===== config.mk =====
export PLATFORM = sky130hd
export DESIGN_NAME = bitmap_frame_allocator_unit
export DESIGN_NICKNAME = d
export VERILOG_FILES = /design/src/sv/bfa_pkg.sv /design/src/sv/bfa_ctrl.sv /design/src/sv/bfa_datapath.sv /design/src/sv/bitmap_frame_allocator_unit.sv
export SDC_FILE = /design/constraint.sdc
export NUM_CORES = 2
export LEC_CHECK = 0
export BUFFER_PORTS_ARGS = -buffer_cell sky130_fd_sc_hd__buf_2
export CAP_MARGIN = 10
export CORE_ASPECT_RATIO = 1.2
export CORE_MARGIN = 1.5
export CORE_UTILIZATION = 49
export DETAILED_ROUTE_END_ITERATION = 16
export GPL_ROUTABILITY_DRIVEN = 1
export PLACE_DENSITY_LB_ADDON = 0.2
export REMOVE_ABC_BUFFERS = 1
export SLEW_MARGIN = 20
export SYNTH_ARGS = -nofsm -noshare
export SYNTH_HDL_FRONTEND = slang
export SYNTH_SLANG_ARGS = --single-unit

===== constraint.sdc =====
create_clock -name clk -period 17 [get_ports clk]
set_clock_uncertainty 0.2 [all_clocks]
set_input_delay 3.4 -clock clk [delete_from_list [all_inputs] [get_ports clk]]
set_output_delay 3.4 -clock clk [all_outputs]
set_load 0.05 [all_outputs]

===== src/sv/bfa_pkg.sv =====
// ----------------------------------------------------------------------------
// Bitmap frame allocator package
// Shared sizes, codes, payload types and the controller/datapath link types.
// ----------------------------------------------------------------------------
`default_nettype none

package bfa_pkg;

  // Sizing of the frame map and of the address fields.
  localparam int MAX_FRAMES  = 4096;
  localparam int PAGE_BITS   = 12;
  localparam int WORD_BITS   = 32;
  localparam int ADDR_W      = 48;
  localparam int COUNT_W     = 13;
  localparam int FRAME_WORDS = (MAX_FRAMES + WORD_BITS - 1) / WORD_BITS;
  localparam int FRAME_W     = $clog2(MAX_FRAMES);
  localparam int BIT_W       = $clog2(WORD_BITS);
  localparam int WIDX_W      = $clog2(FRAME_WORDS);
  localparam int SCAN_W      = WIDX_W + 1;
  localparam int PFN_W       = ADDR_W - PAGE_BITS;

  localparam logic [COUNT_W-1:0] FRAME_COUNT_RESET = COUNT_W'(4096);
  localparam logic [COUNT_W-1:0] MAX_FRAMES_C      = COUNT_W'(MAX_FRAMES);

  // Request actions.
  typedef enum logic [1:0] {
    ACT_SET   = 2'd0,
    ACT_CLEAR = 2'd1,
    ACT_TEST  = 2'd2,
    ACT_ALLOC = 2'd3
  } action_t;

  // Response status codes.
  typedef enum logic [1:0] {
    ST_OK    = 2'd0,
    ST_RANGE = 2'd1,
    ST_FULL  = 2'd2
  } status_t;

  typedef struct packed {
    action_t             action;
    logic [ADDR_W-1:0]   phys_addr;
  } req_t;

  typedef struct packed {
    logic                in_use;
    logic [ADDR_W-1:0]   alloc_addr;
    status_t             status;
  } rsp_t;

  // Controller states.
  typedef enum logic [1:0] {
    S_IDLE,
    S_ACCESS,
    S_SCAN,
    S_FINISH
  } state_t;

  // Commands from the controller to the datapath.
  typedef struct packed {
    logic capture;
    logic access;
    logic scan;
    logic load_out;
  } ctrl_cmd_t;

  // Status from the datapath to the controller.
  typedef struct packed {
    logic alloc_req;
    logic scan_end;
    logic out_free;
  } ctrl_sts_t;

endpackage

`default_nettype wire


===== src/sv/bfa_ctrl.sv =====
// ----------------------------------------------------------------------------
// Bitmap frame allocator controller
// Sequences one request at a time: capture, word access or scan, result.
// ----------------------------------------------------------------------------
`default_nettype none

module bfa_ctrl
  import bfa_pkg::*;
(
  input  wire logic      clk,
  input  wire logic      rst,
  input  wire logic      in_valid,
  output logic           in_stall,
  input  wire ctrl_sts_t sts,
  output ctrl_cmd_t      cmd
);

  state_t state;
  state_t state_next;

  // State register.
  always_ff @(posedge clk) begin
    if (rst) begin
      state <= S_IDLE;
    end else begin
      state <= state_next;
    end
  end

  // Next-state logic.
  always_comb begin
    state_next = state;
    unique case (state)
      S_IDLE: begin
        if (in_valid) begin
          state_next = sts.alloc_req ? S_SCAN : S_ACCESS;
        end
      end
      S_ACCESS: begin
        state_next = S_FINISH;
      end
      S_SCAN: begin
        if (sts.scan_end) begin
          state_next = S_FINISH;
        end
      end
      S_FINISH: begin
        if (sts.out_free) begin
          state_next = S_IDLE;
        end
      end
      default: begin
        state_next = S_IDLE;
      end
    endcase
  end

  // Output decode.
  always_comb begin
    cmd      = '0;
    in_stall = 1'b1;
    unique case (state)
      S_IDLE: begin
        in_stall    = 1'b0;
        cmd.capture = in_valid;
      end
      S_ACCESS: begin
        cmd.access = 1'b1;
      end
      S_SCAN: begin
        cmd.scan = 1'b1;
      end
      S_FINISH: begin
        cmd.load_out = sts.out_free;
      end
      default: begin
        cmd = '0;
      end
    endcase
  end

endmodule

`default_nettype wire


===== src/sv/bfa_datapath.sv =====
// ----------------------------------------------------------------------------
// Bitmap frame allocator datapath
// Bitmap memory with per-word valid bits, request and result registers,
// the free-bit search and the output register.
// ----------------------------------------------------------------------------
`default_nettype none

module bfa_datapath
  import bfa_pkg::*;
(
  input  wire logic               clk,
  input  wire logic               rst,
  input  wire req_t               in_data,
  input  wire logic               out_stall,
  output logic                    out_valid,
  output rsp_t                    out_data,
  input  wire logic               cfg_we,
  input  wire logic [COUNT_W-1:0] cfg_wdata,
  input  wire ctrl_cmd_t          cmd,
  output ctrl_sts_t               sts
);

  // Bitmap storage; a word whose valid bit is low reads as all free.
  logic [WORD_BITS-1:0]   mem [FRAME_WORDS];
  logic [FRAME_WORDS-1:0] word_vld;
  logic [WORD_BITS-1:0]   rd_data_q;
  logic                   rd_vld_q;
  logic [WIDX_W-1:0]      rd_idx;
  logic                   mem_we;
  logic [WIDX_W-1:0]      wr_idx;
  logic [WORD_BITS-1:0]   wr_data;

  logic [COUNT_W-1:0]     frame_count;
  logic [COUNT_W-1:0]     live;
  action_t                action_q;
  logic [ADDR_W-1:0]      addr_q;
  logic [SCAN_W-1:0]      scan_word;
  logic [SCAN_W-1:0]      scan_next;
  rsp_t                   res;
  rsp_t                   res_next;
  logic                   res_we;

  logic [WORD_BITS-1:0]   cur;
  logic [PFN_W-1:0]       pfn;
  logic                   in_range;
  logic [BIT_W-1:0]       acc_bit;
  logic [WIDX_W-1:0]      acc_idx;
  logic [WORD_BITS-1:0]   acc_mask;
  logic                   word_live;
  logic                   word_full;
  logic [BIT_W-1:0]       free_bit;
  logic [FRAME_W-1:0]     free_frame;
  logic                   free_ok;
  logic                   found;

  // Configuration register.
  always_ff @(posedge clk) begin
    if (rst) begin
      frame_count <= FRAME_COUNT_RESET;
    end else if (cfg_we) begin
      frame_count <= cfg_wdata;
    end
  end

  // A count above capacity saturates.
  assign live = (frame_count > MAX_FRAMES_C) ? MAX_FRAMES_C : frame_count;

  // Request capture and scan pointer.
  assign scan_next = scan_word + SCAN_W'(1);

  always_ff @(posedge clk) begin
    if (cmd.capture) begin
      action_q  <= in_data.action;
      addr_q    <= in_data.phys_addr;
      scan_word <= '0;
    end else if (cmd.scan) begin
      scan_word <= scan_next;
    end
  end

  // Read address: the request's word on capture, else the next scan word.
  always_comb begin
    if (cmd.capture) begin
      if (in_data.action == ACT_ALLOC) begin
        rd_idx = '0;
      end else begin
        rd_idx = in_data.phys_addr[PAGE_BITS+FRAME_W-1:PAGE_BITS+BIT_W];
      end
    end else begin
      rd_idx = scan_next[WIDX_W-1:0];
    end
  end

  // Memory write and registered read.
  always_ff @(posedge clk) begin
    if (mem_we) begin
      mem[wr_idx] <= wr_data;
    end
    rd_data_q <= mem[rd_idx];
    rd_vld_q  <= word_vld[rd_idx];
  end

  // Valid bits, cleared at once by reset.
  always_ff @(posedge clk) begin
    if (rst) begin
      word_vld <= '0;
    end else if (mem_we) begin
      word_vld[wr_idx] <= 1'b1;
    end
  end

  assign cur = rd_vld_q ? rd_data_q : '0;

  // Single-frame access decode.
  assign pfn      = addr_q[ADDR_W-1:PAGE_BITS];
  assign in_range = pfn < PFN_W'(live);
  assign acc_bit  = addr_q[PAGE_BITS+BIT_W-1:PAGE_BITS];
  assign acc_idx  = addr_q[PAGE_BITS+FRAME_W-1:PAGE_BITS+BIT_W];
  assign acc_mask = WORD_BITS'(1) << acc_bit;

  // Lowest clear bit of the current scan word.
  always_comb begin
    free_bit = '0;
    for (int i = WORD_BITS - 1; i >= 0; i--) begin
      if (!cur[i]) begin
        free_bit = BIT_W'(i);
      end
    end
  end

  assign word_live  = ADDR_W'({scan_word, {BIT_W{1'b0}}}) < ADDR_W'(live);
  assign word_full  = &cur;
  assign free_frame = {scan_word[WIDX_W-1:0], free_bit};
  assign free_ok    = ADDR_W'(free_frame) < ADDR_W'(live);
  assign found      = word_live && !word_full && free_ok;

  // Result and write-back for the access and scan steps.
  always_comb begin
    res_next = '0;
    res_we   = 1'b0;
    mem_we   = 1'b0;
    wr_idx   = acc_idx;
    wr_data  = cur;
    if (cmd.access) begin
      res_we = 1'b1;
      if (!in_range) begin
        res_next.status = ST_RANGE;
        res_next.in_use = (action_q == ACT_TEST);
      end else begin
        res_next.status = ST_OK;
        case (action_q)
          ACT_SET: begin
            mem_we  = 1'b1;
            wr_data = cur | acc_mask;
          end
          ACT_CLEAR: begin
            mem_we  = 1'b1;
            wr_data = cur & ~acc_mask;
          end
          ACT_TEST: begin
            res_next.in_use = cur[acc_bit];
          end
          default: begin
            res_next.in_use = 1'b0;
          end
        endcase
      end
    end else if (cmd.scan && sts.scan_end) begin
      res_we = 1'b1;
      if (found) begin
        res_next.status     = ST_OK;
        res_next.alloc_addr = ADDR_W'(free_frame) << PAGE_BITS;
        mem_we              = 1'b1;
        wr_idx              = scan_word[WIDX_W-1:0];
        wr_data             = cur | (WORD_BITS'(1) << free_bit);
      end else begin
        res_next.status = ST_FULL;
      end
    end
  end

  always_ff @(posedge clk) begin
    if (res_we) begin
      res <= res_next;
    end
  end

  // Output register.
  always_ff @(posedge clk) begin
    if (rst) begin
      out_valid <= 1'b0;
    end else if (cmd.load_out) begin
      out_valid <= 1'b1;
    end else if (!out_stall) begin
      out_valid <= 1'b0;
    end
  end

  always_ff @(posedge clk) begin
    if (cmd.load_out) begin
      out_data <= res;
    end
  end

  // Status to the controller.
  assign sts.alloc_req = (in_data.action == ACT_ALLOC);
  assign sts.scan_end  = !word_live || !word_full;
  assign sts.out_free  = !out_valid || !out_stall;

endmodule

`default_nettype wire


===== src/sv/bitmap_frame_allocator_unit.sv =====
// ----------------------------------------------------------------------------
// Bitmap frame allocator
// One used bit per page frame; mark used, mark free, test, allocate lowest.
// ----------------------------------------------------------------------------
// Mark, free and test: the addressed word is read, updated in the access step,
// and the result is registered and then loaded into the output register.
// Allocate: bitmap words are scanned from word 0, one word a cycle through the
// single read port, until a word that is not full, or one past the count, is reached.
// The next request is taken only after the result enters the output register.
// Reset (synchronous) clears all per-word valid bits and sets the count to 4096.
`default_nettype none

module bitmap_frame_allocator_unit
  import bfa_pkg::*;
(
  input  wire logic               clk,
  input  wire logic               rst,
  input  wire logic               in_valid,
  output logic                    in_stall,
  input  wire req_t               in_data,
  output logic                    out_valid,
  input  wire logic               out_stall,
  output rsp_t                    out_data,
  input  wire logic               cfg_we,
  input  wire logic [COUNT_W-1:0] cfg_wdata
);

  ctrl_cmd_t cmd;
  ctrl_sts_t sts;

  // Sequencer.
  bfa_ctrl u_ctrl (
    .clk      (clk),
    .rst      (rst),
    .in_valid (in_valid),
    .in_stall (in_stall),
    .sts      (sts),
    .cmd      (cmd)
  );

  // Bitmap, search and result path.
  bfa_datapath u_datapath (
    .clk       (clk),
    .rst       (rst),
    .in_data   (in_data),
    .out_stall (out_stall),
    .out_valid (out_valid),
    .out_data  (out_data),
    .cfg_we    (cfg_we),
    .cfg_wdata (cfg_wdata),
    .cmd       (cmd),
    .sts       (sts)
  );

endmodule

`default_nettype wire


======== Word level (Yosys, flattened, before mapping) ========
Memory sizes are Yosys's and may differ from the RTL's. A register that Yosys moved wholly into a read port is not among the register bits.
Index checks and enable logic that the tools add are counted.
Widths: inputs -> output; s select.
word-level totals
  flip-flop bits (word level) ............. 245
  logic and storage cells ................. 136
  memories kept ........................... 1
  bits in writable memories ............... 4096
  input bits .............................. 68
cells by class
  reductions and logical operators ........ 16
  shift operators ......................... 2
  magnitude comparators ................... 8
  equal/unequal tests ..................... 10
  mux-type cells .......................... 77
  bitwise gates (word level) .............. 7
  add/subtract/negate cells ............... 1
memory list
  memory          depth  width  read ports  clocked after Yosys merged registers in  wr ports  RTL line            text
  u_datapath.mem  128    32     1           1                                        1         bfa_datapath.sv:24  logic [WORD_BITS-1:0] mem [FRAME_WORDS];
operator list
  operator              number
  $mux 32               5
  $mux 5                32
  $or 128x128->128      1
  $or 32x32->32         2
  $pmux 32 s2           1
  $shl 1x5->32 const A  2
  $lt 36x13->1          1
  $mux 7                5
  $and 32x32->32        1
  $not 32->32           1
  $reduce_and 32->1     1
  $mux 1                22
  $lt 7x8->1 const B    2
  $mux 2                7
  $gt 13x13->1 const B  1
  $lt 12x13->1          1
  $lt 13x13->1          1
  $mux 13               1
  $add 8x1->8 const B   1
  $eq 2x2->1 const B    4
  $pmux 2 s4            1
  $bmux 1 s7            1
  $demux 1 s7           1
  $ge 7x1->1 const B    1
  13 further kinds      25

======== Depth between registers and ports, before layout ========
  depth after elaboration ................. 43
  gate-level depth with buffers ........... 20
  depth with buffers taken out ............ 15

======== Cells and area by module ========
Synthesis repeated with hierarchy kept, for this count alone.
unflattened totals
  cells, all modules ...................... 13079
  area total of the unflattened synthesis .. 175340.7 um^2
modules (own cells, without submodules)
  module        instances  area each (um^2)  cells each  seq. area each (um^2)
  bfa_datapath  1          175136.7          13055       128703.4
  bfa_ctrl      1          203.9             24          40.0

======== Least setup slack after synthesis ========
Ideal clock, no wire load.
  path kind ............................... register -> register
  start point ............................. register u_datapath.frame_count[12]
  end point ............................... memory u_datapath.mem[0][3] (data pin)
  arrival ................................. 10.523 ns
  clock period less this slack ............ 12.517 ns
  buffers on the path ..................... 2
  stages on the path, launching flop included .. 13
  setup slack ............................. 4.483 ns
  data required time ...................... 15.005 ns
  cell sequence ........................... dfxtp_1 inv_1 buf_1 nand2_1 ha_1 a211oi_1 o21ai_0 o221ai_1 and4_1 buf_2 nor2b_1 nand2_1 o311ai_0
between the ends
  word-level cells in the longest chain between the ends .. 8
ends and longest elaborated chain
  what                                                          RTL line                                  text
  start, declared                                               bfa_datapath.sv:33                        logic [COUNT_W-1:0] frame_count;
  start signal, assigned                                        bfa_datapath.sv:61                        frame_count <= cfg_wdata;
  $gt 13x13->1                                                  bfa_datapath.sv:66                        assign live = (frame_count > MAX_FRAMES_C) ? MAX_FRAMES_C : frame_count;
  $mux 13 *                                                     bfa_datapath.sv:66
  $lt 13x13->1                                                  bfa_datapath.sv:131                       assign word_live = ADDR_W'({scan_word, {BIT_W{1'b0}}}) < ADDR_W'(live);
  $logic_and 1x1->1 / $logic_not 1->1 (equally long branches)   bfa_datapath.sv:135, bfa_datapath.sv:207
  $logic_and 1x1->1 / $logic_or 1x1->1 (equally long branches)  bfa_datapath.sv:135, bfa_datapath.sv:207
  $mux 32 / $logic_and 1x1->1 (equally long branches)           bfa_datapath.sv:170, bfa_datapath.sv:168
  $mux 32                                                       bfa_datapath.sv:168                       end else if (cmd.scan && sts.scan_end) begin
  $mux 32 *                                                     bfa_datapath.sv:144                       if (cmd.access) begin
  via u_datapath.wr_data[3]                                     bfa_datapath.sv:31                        logic [WORD_BITS-1:0] wr_data;
  end, declared                                                 bfa_datapath.sv:24
Mark *: on every way through the listed nets, which the timed path passes. The rest lies on a longest branch.

======== Worst setup path in the final report ========
  start point ............................. input in_valid
  end point ............................... register u_datapath.rd_data_q[2] (read register of u_datapath.mem)
between the ends
  word-level cells in the longest chain between the ends .. 2
ends and longest elaborated chain
  what             RTL line                           text
  start, declared  bitmap_frame_allocator_unit.sv:18  input wire logic in_valid,
  $mux 1           bfa_ctrl.sv:62                     unique case (state)
  $mux 7           bfa_datapath.sv:83                 if (cmd.capture) begin
  end, declared    bfa_datapath.sv:26                 logic [WORD_BITS-1:0] rd_data_q;
No other way between the ends.
A chain may end at the register's enable or synchronous reset.

==> impl_metrics.py <==
metrics = {
    "power_and_ir_drop": {
        "power_density_nw_per_um2": 153,
        "ir_drop_uv": 139,
        "total_power_uw": 29600,
        "leakagePower_uw": 0.0666,
    },
    "synth": {
        "synthAdderAreaFrac_pct": 0.217,
        "synth_edf_count": 4164,
        "synthSimpleGateAreaFrac_pct": 13.0,
        "syn-cell-area_um2": 173000,
        "synth_compound_area_share_pct": 6.67,
        "synth_top_flop_cell": "edfxtp_1",
        "ys_seq_area_share_pct": 74.3,
        "synth-async-reset-ratio_pct": 0,
        "ys_types": 87,
        "avgSynthCellArea_um2": 13.7,
        "synth_seq_cells": 4349,
        "synth.area.mux_share_pct": 3.21,
        "synth-xor-area-share_pct": 0.0455,
        "synthCells": 12600,
        "synth_top_family_by_area": "simple AND/OR/NAND/NOR gates",
        "yosysWarningCount": 0,
    },
    "clock_tree": {
        "cts-resized-gates": 0,
        "ctsHtreeMaxLevel": 5,
        "cts_tree": "done",
        "holdBufCountCts": 0,
        "clk_transition_reported_paths_ps": 60,
        "cts_max_path_buffers": 4,
        "cts_sinks": 4349,
        "cts_buffers": 422,
        "post_cts_buffers": 0,
        "clk_latency_ps": 1010,
        "ctsRootBufferMaster": "clkbuf_16",
    },
    "sta": {
        "tightest_slew_ps": 1220,
        "slew_headroom_pct": 18.9,
        "rsz0062_at_grt": "false",
        "period_needed_ps": 8650,
        "slew_violations": 0,
        "setup_viol": 0,
        "min_period_over_period_pct": 50.9,
        "clock.fmax_mhz": 116,
        "hold_violations": 0,
    },
    "worst_hold_path": {
        "min_path_type": "flip-flop to flip-flop",
    },
    "placement": {
        "place.gp.congestion": 0.935,
        "dp_hpwl_um": 288000,
        "postPlaceCellArea_um2": 180000,
        "port_buffers": 72,
    },
    "setup_path": {
        "cp.required_ps": 17680,
        "endpoint": "u_datapath.rd_data_q[2]",
        "r2r_cells": 16,
        "startpoint_type": "input pin",
        "crit_start": "in_valid",
        "cp_max_fo": 168,
        "cp_slowest_cell": "o21ai_4",
        "rr_endpoint": "u_datapath.mem[45][12]",
        "cpPeakStageDelay_ps": 880,
        "arrival_ps": 9330,
        "reg2reg_slack_ps": 8980,
        "worstSetupEndpointType": "flip-flop",
        "r2r-start": "u_datapath.rd_vld_q",
        "path_class": "input pin to flip-flop",
        "crit_chain": "buf_2, nand2_2, o21ai_4, buf_12, buf_4, buf_4, mux2i_1, a32oi_1, nand4_1, nand4_1, a221o_1",
    },
    "cells_and_area": {
        "seqCellArea_um2": 129000,
        "drive_above_1_share_pct": 9.36,
        "multi_input_area_um2": 41000,
        "layout_commonest_cell": "edfxtp_1",
        "syn_to_final_growth_pct": 11.5,
        "layout.nets": 12700,
        "final_cell_mix": "4,164 x edfxtp_1, 3,464 x nand2_1, 817 x nand3_1",
        "fillers": 27900,
        "design_area_um2": 193000,
    },
    "die": {
        "core_area_um2": 353000,
        "num_rows": 239,
        "die-width_um": 546,
        "initial_core_util_pct": 49.2,
        "fp.dieH_um": 655,
        "die_area_um2": 357000,
        "ioPinCount": 121,
    },
    "detailed_routing": {
        "drcViolationCount": 0,
        "routed_wl_um": 525000,
        "drtIter0Drc": 13700,
        "drtAntennaViolNets": 0,
        "dr.pass1.iters": 6,
        "avgViaCountPerCell": 6.18,
        "wl_per_cell_um": 29.6,
        "via_count": 110000,
    },
    "global_route": {
        "gr-usage-all-layers_pct": 28.7,
        "grt_pass1_wl_um": 740000,
        "grt_pass1_vias": 105000,
        "overflow": 0,
        "grt_max_degree": 178,
        "antenna_found_initial": 23,
    },
    "status": {
        "status": "complete, no violations",
    },
    "run": {
        "drv_cap": 0,
    },
}
metrics by stage:
stage	hold slack (ps)	TNS (ps)	util, %	instances	worst slack [ps]
global route	239	0	54.8	17700	8350
floorplan	200	-3938820	-	11800	-120730
detailed placement	211	0	51.0	16900	7540
global placement	208	0	51.0	16900	7350
finish	227	0	54.8	17700	8350
CTS	226	0	54.8	17700	8580
cells by family (layout without fill, tap and decap cells):
family                   Yosys count  in the layout
flip-flops                      4349           4349
adder cells (fa/ha/maj)           30             30
XOR/XNOR                           9              9
AO/OA/AOI/OAI                   1431           1431
buffers and inverters           1094           1430
other                              1             62
multiplexers                     552            552
AND/OR/NAND/NOR                 5158           5158
how the worst min path moves through the flow:
stage | from | endpoint | slack [ps] | cells past startpoint
final | u_datapath.res[15] | u_datapath.out_data[15] | 230 | 0
after global routing | u_datapath.res[15] | u_datapath.out_data[15] | 240 | 0
after CTS | u_datapath.res[15] | u_datapath.out_data[15] | 230 | 0
after detailed placement | u_datapath.res[50] | u_datapath.out_data[50] | 210 | 0
after global placement | u_datapath.res[17] | u_datapath.out_data[17] | 210 | 0
after floorplan | u_datapath.res[0] | u_datapath.out_data[0] | 200 | 0
cells in the mapped netlist, types with 30 or more instances:
| library cell | n | area share [%] |
|---|---|---|
| mux2i_1 | 545 | 3.1 |
| a32o_1 | 133 | 0.77 |
| nor2_1 | 123 | 0.27 |
| a21oi_1 | 120 | 0.35 |
| a221o_1 | 33 | 0.19 |
| o31ai_1 | 135 | 0.58 |
| clkbuf_1 | 580 | 1.3 |
| a32oi_1 | 136 | 0.69 |
| o211ai_1 | 113 | 0.49 |
| nand3_1 | 819 | 2.4 |
| buf_1 | 125 | 0.27 |
| ha_1 | 30 | 0.22 |
| inv_1 | 211 | 0.46 |
| edfxtp_1 | 4164 | 72 |
| a31oi_1 | 140 | 0.51 |
| nand2_1 | 3464 | 7.5 |
| nand4_1 | 245 | 0.88 |
| o2bb2ai_1 | 34 | 0.17 |
| buf_4 | 47 | 0.20 |
| dfxtp_1 | 185 | 2.1 |
| and3_1 | 393 | 1.4 |
| a311oi_1 | 397 | 2.0 |
| buf_2 | 125 | 0.36 |
registers in the layout, summed over array words and instances, names as in the netlist, 8 cells and up:
register	flops
u_datapath.addr_q	36
u_datapath.out_data	15
u_datapath.word_vld	128
u_datapath.frame_count	13
u_datapath.res	15
u_datapath.scan_word	8
u_datapath.mem	4096
u_datapath.rd_data_q	32
report_power, final:
part	leakage [uW]	switching, uW	internal, uW
combinational	0.0203	5790	2030
sequential	0.0398	146	12400
clock	0.00653	3990	5170
total	0.0666	9930	19600
layer usage:
layer / track usage (%) / part of all wire [%] / up-vias
li1: - / - / 47400
met1: 36.3 / 37 / 55600
met2: 46.4 / 47 / 5424
met3: 4.94 / 8.9 / 1177
met4: 17.2 / 6.7 / 8
met5: 0 / 0.010 / -
worst max-delay path: cells and delay by family:
| kind | cells | cell delay [ps] |
|---|---|---|
| buffers and inverters | 4 | 2390 |
| AO/OA/AOI/OAI | 3 | 1490 |
| AND/OR/NAND/NOR | 3 | 1290 |
| multiplexers | 1 | 260 |
cell type report:
type	instances	share of cell area (%)
antenna	26	0.0336
clock buffer	526	5.74
clock inverter	244	1.17
inverter	211	0.410
multi-input combinational	7216	21.2
sequential	4349	66.6
tap	4699	3.04
timing repair buffer	449	1.79
(Power assumes the default switching activity.)
